===== src/ahed_pkg.sv =====
`timescale 1ns / 1ps

package ahed_pkg;

    // Fixed-point format of the tracked values
    localparam int FRAC_BITS   = 8;
    localparam int SAMPLE_W    = 16;
    localparam int VAL_W       = SAMPLE_W + FRAC_BITS;
    localparam int DC_W        = VAL_W + 1;
    localparam int ENV_W       = VAL_W + 2;
    localparam int DIFF_W      = ENV_W + 1;

    // Rate register and averaging shift
    localparam int RATE_W      = 18;
    localparam int SHIFT_W     = 4;
    localparam int RATE_DIV    = 80;
    localparam int SHIFT_MIN   = 1;
    localparam int SHIFT_MAX   = 11;
    localparam logic [RATE_W-1:0] RATE_RESET = RATE_W'(44100);

    // Hysteresis floor, scaled into fixed point
    localparam int FLOOR_LEVEL = 150;
    localparam logic signed [DIFF_W-1:0] FLOOR_VAL = DIFF_W'(FLOOR_LEVEL << FRAC_BITS);

    // Tracker state carried from one item to the next
    typedef struct packed {
        logic                    level;
        logic                    first;
        logic signed [DC_W-1:0]  dc;
        logic signed [ENV_W-1:0] env;
    } ahed_state_t;

    // Largest s in 1..11 with 2^s <= rate/80, at least 1: rate >= 80 * 2^s
    function automatic logic [SHIFT_W-1:0] avg_shift(input logic [RATE_W-1:0] rate);
        logic [SHIFT_W-1:0] s;
        s = SHIFT_W'(SHIFT_MIN);
        for (int k = SHIFT_MIN + 1; k <= SHIFT_MAX; k++) begin
            if ({1'b0, rate} >= (RATE_W + 1)'(RATE_DIV << k)) begin
                s = SHIFT_W'(k);
            end
        end
        return s;
    endfunction

endpackage


===== src/ahed_update.sv =====
`timescale 1ns / 1ps

module ahed_update (
    input  logic signed [ahed_pkg::SAMPLE_W-1:0] sample,
    input  logic        [ahed_pkg::SHIFT_W-1:0]  shift,
    input  ahed_pkg::ahed_state_t                state_cur,
    output ahed_pkg::ahed_state_t                state_nxt,
    output logic                                 edge_res
);

    logic signed [ahed_pkg::VAL_W-1:0]  val;
    logic signed [ahed_pkg::DC_W-1:0]   dc_base;
    logic signed [ahed_pkg::DIFF_W-1:0] dc_diff;
    logic signed [ahed_pkg::DIFF_W-1:0] dc_step;
    logic signed [ahed_pkg::DIFF_W-1:0] dc_sum;
    logic signed [ahed_pkg::DC_W-1:0]   dc_new;
    logic signed [ahed_pkg::DIFF_W-1:0] dev;
    logic signed [ahed_pkg::DIFF_W-1:0] mag;
    logic signed [ahed_pkg::DIFF_W-1:0] env_diff;
    logic signed [ahed_pkg::DIFF_W-1:0] env_step;
    logic signed [ahed_pkg::DIFF_W-1:0] env_sum;
    logic signed [ahed_pkg::ENV_W-1:0]  env_new;
    logic signed [ahed_pkg::DIFF_W-1:0] hyst_raw;
    logic signed [ahed_pkg::DIFF_W-1:0] hyst;
    logic                               toggle;

    // Scale the sample into fixed point
    assign val = {sample, {ahed_pkg::FRAC_BITS{1'b0}}};

    // Seed the DC tracker on the first item, then take one averaging step
    assign dc_base = state_cur.first ? ahed_pkg::DC_W'(val) : state_cur.dc;
    assign dc_diff = ahed_pkg::DIFF_W'(val) - ahed_pkg::DIFF_W'(dc_base);
    assign dc_step = dc_diff >>> shift;
    assign dc_sum  = ahed_pkg::DIFF_W'(dc_base) + dc_step;
    assign dc_new  = dc_sum[ahed_pkg::DC_W-1:0];

    // Deviation from DC and its magnitude
    assign dev = ahed_pkg::DIFF_W'(val) - ahed_pkg::DIFF_W'(dc_new);
    assign mag = dev[ahed_pkg::DIFF_W-1] ? -dev : dev;

    // Envelope averages with one more bit of shift
    assign env_diff = mag - ahed_pkg::DIFF_W'(state_cur.env);
    assign env_step = env_diff >>> (shift + ahed_pkg::SHIFT_W'(1));
    assign env_sum  = ahed_pkg::DIFF_W'(state_cur.env) + env_step;
    assign env_new  = env_sum[ahed_pkg::ENV_W-1:0];

    // Hysteresis is a quarter of the envelope, held above the floor
    assign hyst_raw = ahed_pkg::DIFF_W'(env_new) >>> 2;
    assign hyst     = (hyst_raw < ahed_pkg::FLOOR_VAL) ? ahed_pkg::FLOOR_VAL : hyst_raw;

    // Toggle when the deviation crosses the opposite threshold
    assign toggle = state_cur.level ? (dev < -hyst) : (dev > hyst);

    always_comb begin
        state_nxt.level = state_cur.level ^ toggle;
        state_nxt.first = 1'b0;
        state_nxt.dc    = dc_new;
        state_nxt.env   = env_new;
        edge_res        = toggle;
    end

endmodule


===== src/adaptive_hysteresis_edge_detector.sv =====
`timescale 1ns / 1ps

// Channel   Ports                          Direction  Content
// input     s_valid s_ready s_sample       in         signed 16-bit audio sample
// result    m_valid m_ready m_edge_res     out        toggle flag and level after
//           m_level                                    the sample
// config    cfg_wr_en cfg_wr_data          in         sample rate in Hz, 18 bits
//
// One item is taken per cycle unless the result side stalls; an accepted item
// waits in the input register and moves into the result register once that is
// free. The tracker update is a single pass of adds, shifts and compares. A
// stalled result holds the result register and then the input register; the
// input side is ready again as soon as the result register can move.
// Synchronous active-low reset clears state and loads the 44100 Hz shift.

module adaptive_hysteresis_edge_detector (
    input  logic                                 aclk,
    input  logic                                 aresetn,
    input  logic                                 cfg_wr_en,
    input  logic [ahed_pkg::RATE_W-1:0]          cfg_wr_data,
    input  logic                                 s_valid,
    output logic                                 s_ready,
    input  logic signed [ahed_pkg::SAMPLE_W-1:0] s_sample,
    output logic                                 m_valid,
    input  logic                                 m_ready,
    output logic                                 m_edge_res,
    output logic                                 m_level
);

    logic                                 in_valid_reg;
    logic signed [ahed_pkg::SAMPLE_W-1:0] in_sample_reg;
    logic [ahed_pkg::SHIFT_W-1:0]         shift_reg;
    ahed_pkg::ahed_state_t                state_reg;
    ahed_pkg::ahed_state_t                state_next;
    logic                                 edge_next;
    logic                                 out_valid_reg;
    logic                                 out_edge_reg;
    logic                                 out_level_reg;
    logic                                 advance;

    // Move the held item into the result register when it is free
    assign advance = in_valid_reg && (!out_valid_reg || m_ready);
    assign s_ready = !in_valid_reg || advance;

    ahed_update u_update (
        .sample    (in_sample_reg),
        .shift     (shift_reg),
        .state_cur (state_reg),
        .state_nxt (state_next),
        .edge_res  (edge_next)
    );

    // Derive the averaging shift whenever the rate is written
    always_ff @(posedge aclk) begin
        if (!aresetn) begin
            shift_reg <= ahed_pkg::avg_shift(ahed_pkg::RATE_RESET);
        end else if (cfg_wr_en) begin
            shift_reg <= ahed_pkg::avg_shift(cfg_wr_data);
        end
    end

    // Input register
    always_ff @(posedge aclk) begin
        if (!aresetn) begin
            in_valid_reg <= 1'b0;
        end else if (s_ready) begin
            in_valid_reg <= s_valid;
        end
    end

    always_ff @(posedge aclk) begin
        if (s_ready && s_valid) begin
            in_sample_reg <= s_sample;
        end
    end

    // Tracker state advances with each item
    always_ff @(posedge aclk) begin
        if (!aresetn) begin
            state_reg.level <= 1'b0;
            state_reg.first <= 1'b1;
            state_reg.dc    <= '0;
            state_reg.env   <= '0;
        end else if (advance) begin
            state_reg <= state_next;
        end
    end

    // Result register
    always_ff @(posedge aclk) begin
        if (!aresetn) begin
            out_valid_reg <= 1'b0;
        end else if (advance) begin
            out_valid_reg <= 1'b1;
        end else if (m_ready) begin
            out_valid_reg <= 1'b0;
        end
    end

    always_ff @(posedge aclk) begin
        if (advance) begin
            out_edge_reg  <= edge_next;
            out_level_reg <= state_next.level;
        end
    end

    assign m_valid    = out_valid_reg;
    assign m_edge_res = out_edge_reg;
    assign m_level    = out_level_reg;

    // Checks on the tracker
    a_first_clears: assert property (@(posedge aclk) disable iff (!aresetn)
        advance |=> !state_reg.first)
        else $error("first-item flag still set after an item");

    a_level_match: assert property (@(posedge aclk) disable iff (!aresetn)
        advance |=> (m_level == state_reg.level))
        else $error("result level differs from tracked level");

    a_edge_toggles: assert property (@(posedge aclk) disable iff (!aresetn)
        advance |=> (m_edge_res == (m_level != $past(state_reg.level))))
        else $error("edge flag does not match a level change");

    a_env_nonneg: assert property (@(posedge aclk) disable iff (!aresetn)
        !state_reg.env[ahed_pkg::ENV_W-1])
        else $error("envelope went negative");

    a_shift_range: assert property (@(posedge aclk) disable iff (!aresetn)
        (shift_reg >= ahed_pkg::SHIFT_W'(ahed_pkg::SHIFT_MIN)) &&
        (shift_reg <= ahed_pkg::SHIFT_W'(ahed_pkg::SHIFT_MAX)))
        else $error("averaging shift out of range");

endmodule

===== config.mk =====
export PLATFORM = sky130hd
export DESIGN_NAME = adaptive_hysteresis_edge_detector
export DESIGN_NICKNAME = d
export VERILOG_FILES = /design/src/ahed_pkg.sv /design/src/ahed_update.sv /design/src/adaptive_hysteresis_edge_detector.sv
export SDC_FILE = /design/constraint.sdc
export NUM_CORES = 1
export LEC_CHECK = 0
export BUFFER_PORTS_ARGS = -buffer_cell sky130_fd_sc_hd__buf_2
export CAP_MARGIN = 20
export CORE_MARGIN = 4
export CORE_UTILIZATION = 60
export CTS_BUF_LIST = sky130_fd_sc_hd__clkbuf_8
export CTS_CLUSTER_DIAMETER = 100
export DETAILED_ROUTE_END_ITERATION = 16
export PLACE_DENSITY = 0.8
export RECOVER_POWER = 50
export SLEW_MARGIN = 20
export SYNTH_ARGS = -nofsm -noshare
export SYNTH_HDL_FRONTEND = slang
export SYNTH_SLANG_ARGS = --single-unit

===== constraint.sdc =====
create_clock -name aclk -period 20.9 [get_ports aclk]
set_input_delay 2.09 -clock aclk [delete_from_list [all_inputs] [get_ports aclk]]
set_output_delay 2.09 -clock aclk [all_outputs]
set_load 0.005 [all_outputs]

==> results of run 1 <==
final cells by class:
class,instances,area [sq um]
clock buffers,9,124
clock inverters,7,76.3
fillers,2013,8160
inverters,102,384
multi-input cells,1597,11600
flip-flops and latches,77,1720
well taps,313,392
repair buffers,59,344
stage by stage:
step           setup slack [ns]  cells  hold WS, ns
2_1_floorplan              2.19   1849        0.439
3_3_place_gp              0.906   2145        0.459
3_5_place_dp              0.432   2145        0.462
4_1_cts                   0.308   2161        0.478
5_1_grt                 -0.0724   2164        0.515
6_report                   1.46   2164        0.478
cells by family after synthesis:
kind of cell	share of synthesized area (%)
multiplexers	9.34
flip-flops	12.3
XOR/XNOR	9.45
AO/OA/AOI/OAI	25.7
AND/OR/NAND/NOR	22.2
adder cells (fa/ha/maj)	15.5
buffers and inverters	5.52
critical path: cells and delay by family (launching register included):
family	cells	cell delay, ns
flops	1	0.55
buf+inv	5	0.99
xor+xnor	3	0.77
simple gates	23	4.23
fa+ha+maj	8	2.54
compound gates	41	8.95
mux	6	1.29
layer usage:
| layer | up-vias | track usage [%] |
|---|---|---|
| li1 | 6726 | - |
| met1 | 6376 | 39.4 |
| met2 | 477 | 46.4 |
| met3 | 73 | 2.75 |
| met4 | 0 | 9.23 |
| met5 | - | 0 |
final timing paths:
| kind | start | end | slack (ns) | depth (start not counted) |
|---|---|---|---|---|
| setup / recovery | state_reg[51] | state_reg[52] | 1.46 | 86 |
| hold / removal | state_reg[50] | state_reg[50] | 0.48 | 2 |
| setup reg to reg | state_reg[51] | state_reg[52] | 1.46 | 86 |
| hold reg to reg | state_reg[50] | state_reg[50] | 0.48 | 2 |
cells in the mapped netlist (12+ instances only):
master	number	share of area (%)
nor2b_1	23	1.0
mux2i_1	99	7.1
nand2_1	189	5.1
xor2_1	55	3.4
inv_1	98	2.6
a21oi_1	141	5.0
and3_1	18	0.81
nor2_1	122	3.3
o211ai_1	14	0.75
nand2b_1	31	1.4
dfxtp_1	59	8.4
a211oi_1	24	1.3
o21ai_0	117	4.2
nor3_1	46	1.6
clkbuf_1	48	1.3
a31oi_1	19	0.85
a21o_1	49	2.6
mux2_2	12	0.97
o21a_1	34	1.8
o31ai_1	12	0.64
edfxtp_1	18	3.9
nand3_1	42	1.5
and2_1	49	2.2
nor4_1	12	0.54
xnor2_1	91	5.7
nand4_1	14	0.63
ha_1	167	15
a21boi_0	26	1.4
or3_1	17	0.76
buf_1	12	0.32
timing repair:
action                     4_1_cts  5_1_grt
gates resized for setup          0       17
setup endpoints to repair        0        3
setup buffers                    0        3
==> impl_metrics.csv, run 1 <==
group,metric,value,unit
synth,synth_area_per_cell,7.56,sq um
route,top_layer,"met4",
grt,overflow,0,
synth,synth_cell_types,105,
die,rows,55,
clocking,cts_tree,"yes",
route,drc,0,
cells_and_area,stdcell_area,14600,sq um
grt,grt_max_degree,71,
synth,yosysSeqAreaShare,12.3,%
timing,period_share,93.0,%
die,start_util,61.4,%
setup_path,crit_path_end_kind,"flop",
die,die_area,25800,sq um
clocking,clk_latency,0.41,ns
grt,grt_pass1_vias,12500,
setup_path,critPathLaunchType,"flop",
run_status,status,"complete, but fails checks",
synth,synth_enable_flop_cells,18,
cells_and_area,layout_commonest_cell,"nand2_1",
grt,grt_pass1_wl,61600,um
cells_and_area,largest_register_ffs,53,
route,drtIter0Drc,1165,
route,vias_per_cell,6.31,
timing,timing.setup.tns,0,ns
setup_path,cp.arrival,19.73,ns
cells_and_area,finish.utilization,64.2,%
synth,async_reset_ff_share,0,%
clocking,clock_sinks,77,
timing,worst_pin_slew,3.22,ns
run_status,violations,"max-capacitance violations, max-slew violations",
clocking,clk_pin_slew,0.11,ns
place,place_area,14300,sq um
die,fp.dieW,161,um
cells_and_area,nets,2055,
die,pin_count,43,
clocking,numCtsBuffers,9,
cells_and_area,area.growth.synth_to_final,4.52,%
min_path,hold_path_class,"flop to flop",
grt,antenna_found_initial,0,
cells_and_area,drive_gt1_share,8.97,%
setup_path,required,21.19,ns
clocking,htreeDepth,3,
synth,ys_ff_latch,77,
route,vias,13700,
synth,syn-num-nets,2058,
synth,syn_area,14000,sq um
cells_and_area,mostFrequentLayoutCells,"189 x nand2_1, 166 x ha_1, 137 x a21oi_1",
clocking,cts-root-buf,"clkbuf_8",
route,wl,38000,um
route,drt-pass1-iter-count,5,
timing,slew_headroom,-114,%
cells_and_area,diodes,0,
synth,syn-instance-count,1849,
timing,fmax,51.5,MHz
setup_path,crit_fanout,15,
timing,finalCriticalPeriod,19.44,ns
setup_path,cp_slowest_cell,"or4_1",
route,met2_length,17100,um
synth,ys.flop_type,"dfxtp_1",
place,io_buffer_count,36,
die,die_y,161,um
place,dpl.hpwl,29600,um
timing,slew_violations,171,
timing,finalSetupViolCount,0,
setup_path,path_class,"flop to flop",
clocking,cts_hold_buf,0,
place,gp_congestion,0.948,
clocking,cts_buffer_depth,2,
timing,hold_violations,0,
route,ant_nets,0,
grt,grt_usage,28.4,%
route,wl_met1,17500,um
die,coreArea,22800,sq um
route,wl_per_cell,17.6,um
route,wl_met3,2320,um
setup_path,slowest_delay,0.57,ns
timing,clock_skew,0.0231,ns
run,max_cap_violations,3,
synth,ys.warnings.count,0,
Power of run 1 is left out: the tool's default activity adds up to more than one toggle a clock period on the data nets, which glitch-free logic cannot reach.
==> inputs of run 2 (changes only) <==
Settings changed: CORE_UTILIZATION 60 to 45, PLACE_DENSITY 0.8 to 0.64.
==> run 2 against run 1 <==
Clock skew decreased by 0.0028 ns. Non-clock buffer count rose by 2. Global-route usage decreased by 5.7 points. Sequential cell count is the same. Setup slack better by 0.038 ns. The run still ends with max-capacitance violations, max-slew violations left. Cell count grew 3.9%. Die area increased by 32%. Via count is 2.2% lower. Register-to-register slack improved by 0.04 ns. Clock-buffer cell count stayed put. Critical path type unchanged. Utilization fell by 16 points. First-iteration DRC count is 27% lower.
==> impl_metrics.csv, run 2 (synthesized netlist as in run 1, its figures left out) <==
group,metric,value,unit
run_status,status,"complete, but fails checks",
run_status,violations,"max-capacitance violations, max-slew violations",
place,dpl.hpwl,30700,um
route,drc,0,
route,vias,13400,
setup_path,required,21.19,ns
clocking,htreeDepth,3,
setup_path,cp.arrival,19.69,ns
clocking,cts-root-buf,"clkbuf_8",
timing,slew_violations,171,
die,pin_count,43,
grt,overflow,0,
clocking,clock_sinks,77,
grt,grt_pass1_vias,12500,
setup_path,path_delay_family,"compound AO/OA/AOI/OAI gates",
cells_and_area,largest_register_ffs,53,
cells_and_area,nets,2057,
timing,finalCriticalPeriod,19.40,ns
timing,slew_headroom,-125,%
clocking,cts_tree,"yes",
cells_and_area,mostFrequentLayoutCells,"189 x nand2_1, 167 x ha_1, 139 x a21oi_1",
setup_path,cpMostUsedCell,"a21oi_1",
clocking,numCtsBuffers,9,
cells_and_area,area.growth.synth_to_final,5.47,%
route,ant_nets,0,
timing,hold_violations,0,
clocking,cts_hold_buf,0,
place,io_buffer_count,36,
setup_path,regToRegStartpoint,"in_sample_reg[5]",
cells_and_area,multi_input_area,11600,sq um
cells_and_area,diodes,0,
setup_path,critPathLaunchType,"flop",
place,gp_congestion,0.929,
cells_and_area,ff_latch_area,1730,sq um
run,max_cap_violations,3,
route,vias_per_cell,5.94,
cells_and_area,drive_gt1_share,8.80,%
grt,antenna_found_initial,0,
die,rows,64,
die,die_y,184,um
die,die_area,34000,sq um
route,drtIter0Drc,851,
setup_path,startpoint,"in_sample_reg[5]",
route,wl_per_cell,17.2,um
setup_path,path_class,"flop to flop",
timing,period_share,92.8,%
timing,fmax,51.6,MHz
setup_path,cp_slowest_cell,"or4_1",
timing,whs,0.488,ns
die,coreArea,30600,sq um
setup_path,slowest_delay,0.56,ns
setup_path,crit_fanout,15,
min_path,hold_path_class,"flop to flop",
timing,timing.setup.tns,0,ns
cells_and_area,n_fill_cell,3084,
setup_path,crit_path_end_kind,"flop",
timing,rsz0062_at_grt,"false",
min_path,hp-start,"state_reg[43]",
die,fp.dieW,184,um
grt,grt_pass1_wl,63800,um
clocking,clk_latency,0.40,ns
timing,worst_pin_slew,3.38,ns
grt,grt_max_degree,71,
die,start_util,45.7,%
clocking,clk_pin_slew,0.11,ns
route,drt-pass1-iter-count,5,
clocking,cts_buffer_depth,2,
cells_and_area,layout_commonest_cell,"nand2_1",
grt,grt_usage,22.7,%
timing,clock_skew,0.0203,ns
setup_path,crit_buf_inv,5,
timing,finalSetupViolCount,0,
route,wl,38800,um
==> run 2: metal layers <==
layer | track usage [%] | share of wire [%] | up-vias
met4 | 5.03 | 1.9 | 0
li1 | - | - | 6735
met2 | 37.4 | 45 | 300
met5 | 0 | 0 | -
met1 | 32.2 | 49 | 6276
met3 | 2.13 | 4.5 | 41
==> run 2: path summary, 6_finish.rpt <==
| kind | end | slack, ns | cells after the start |
|---|---|---|---|
| worst max-delay path | state_reg[52] | 1.50 | 86 |
| worst max register to register | state_reg[52] | 1.50 | 86 |
| worst min register to register | state_reg[43] | 0.49 | 2 |
| worst min-delay path | state_reg[43] | 0.49 | 2 |
==> run 2: tightest hold or removal path, stage by stage (launching register included) <==
cell and delay, ns:
dfxtp_1 0.33, nand2_1 0.05, a21boi_0 0.06
==> run 2: area by class of cell <==
class                   instances  area share (%)
flip-flops and latches         77            11.7
clock buffers                   9           0.840
well taps                     396            3.36
repair buffers                 61            2.43
multi-input cells            1597            78.3
inverters                     102            2.61
clock inverters                 7           0.713
==> run 2: what timing repair did <==
action	4_1_cts	5_1_grt
gates resized for setup	0	13
endpoints found under the setup margin	0	3
setup buffers	0	1
==> run 2: per-stage QoR <==
step / util [%] / std cells / area [sq um] / worst slack [ns]
after floorplan: - / 1849 / 14000 / 2.19
after global placement: 47.3 / 2232 / 14500 / 0.883
after detailed placement: 47.3 / 2232 / 14500 / 0.665
after CTS: 48.1 / 2248 / 14700 / 0.511
after global routing: 48.2 / 2249 / 14800 / 0.0609
final: 48.2 / 2249 / 14800 / 1.50
Power of run 2 is left out for the same reason.
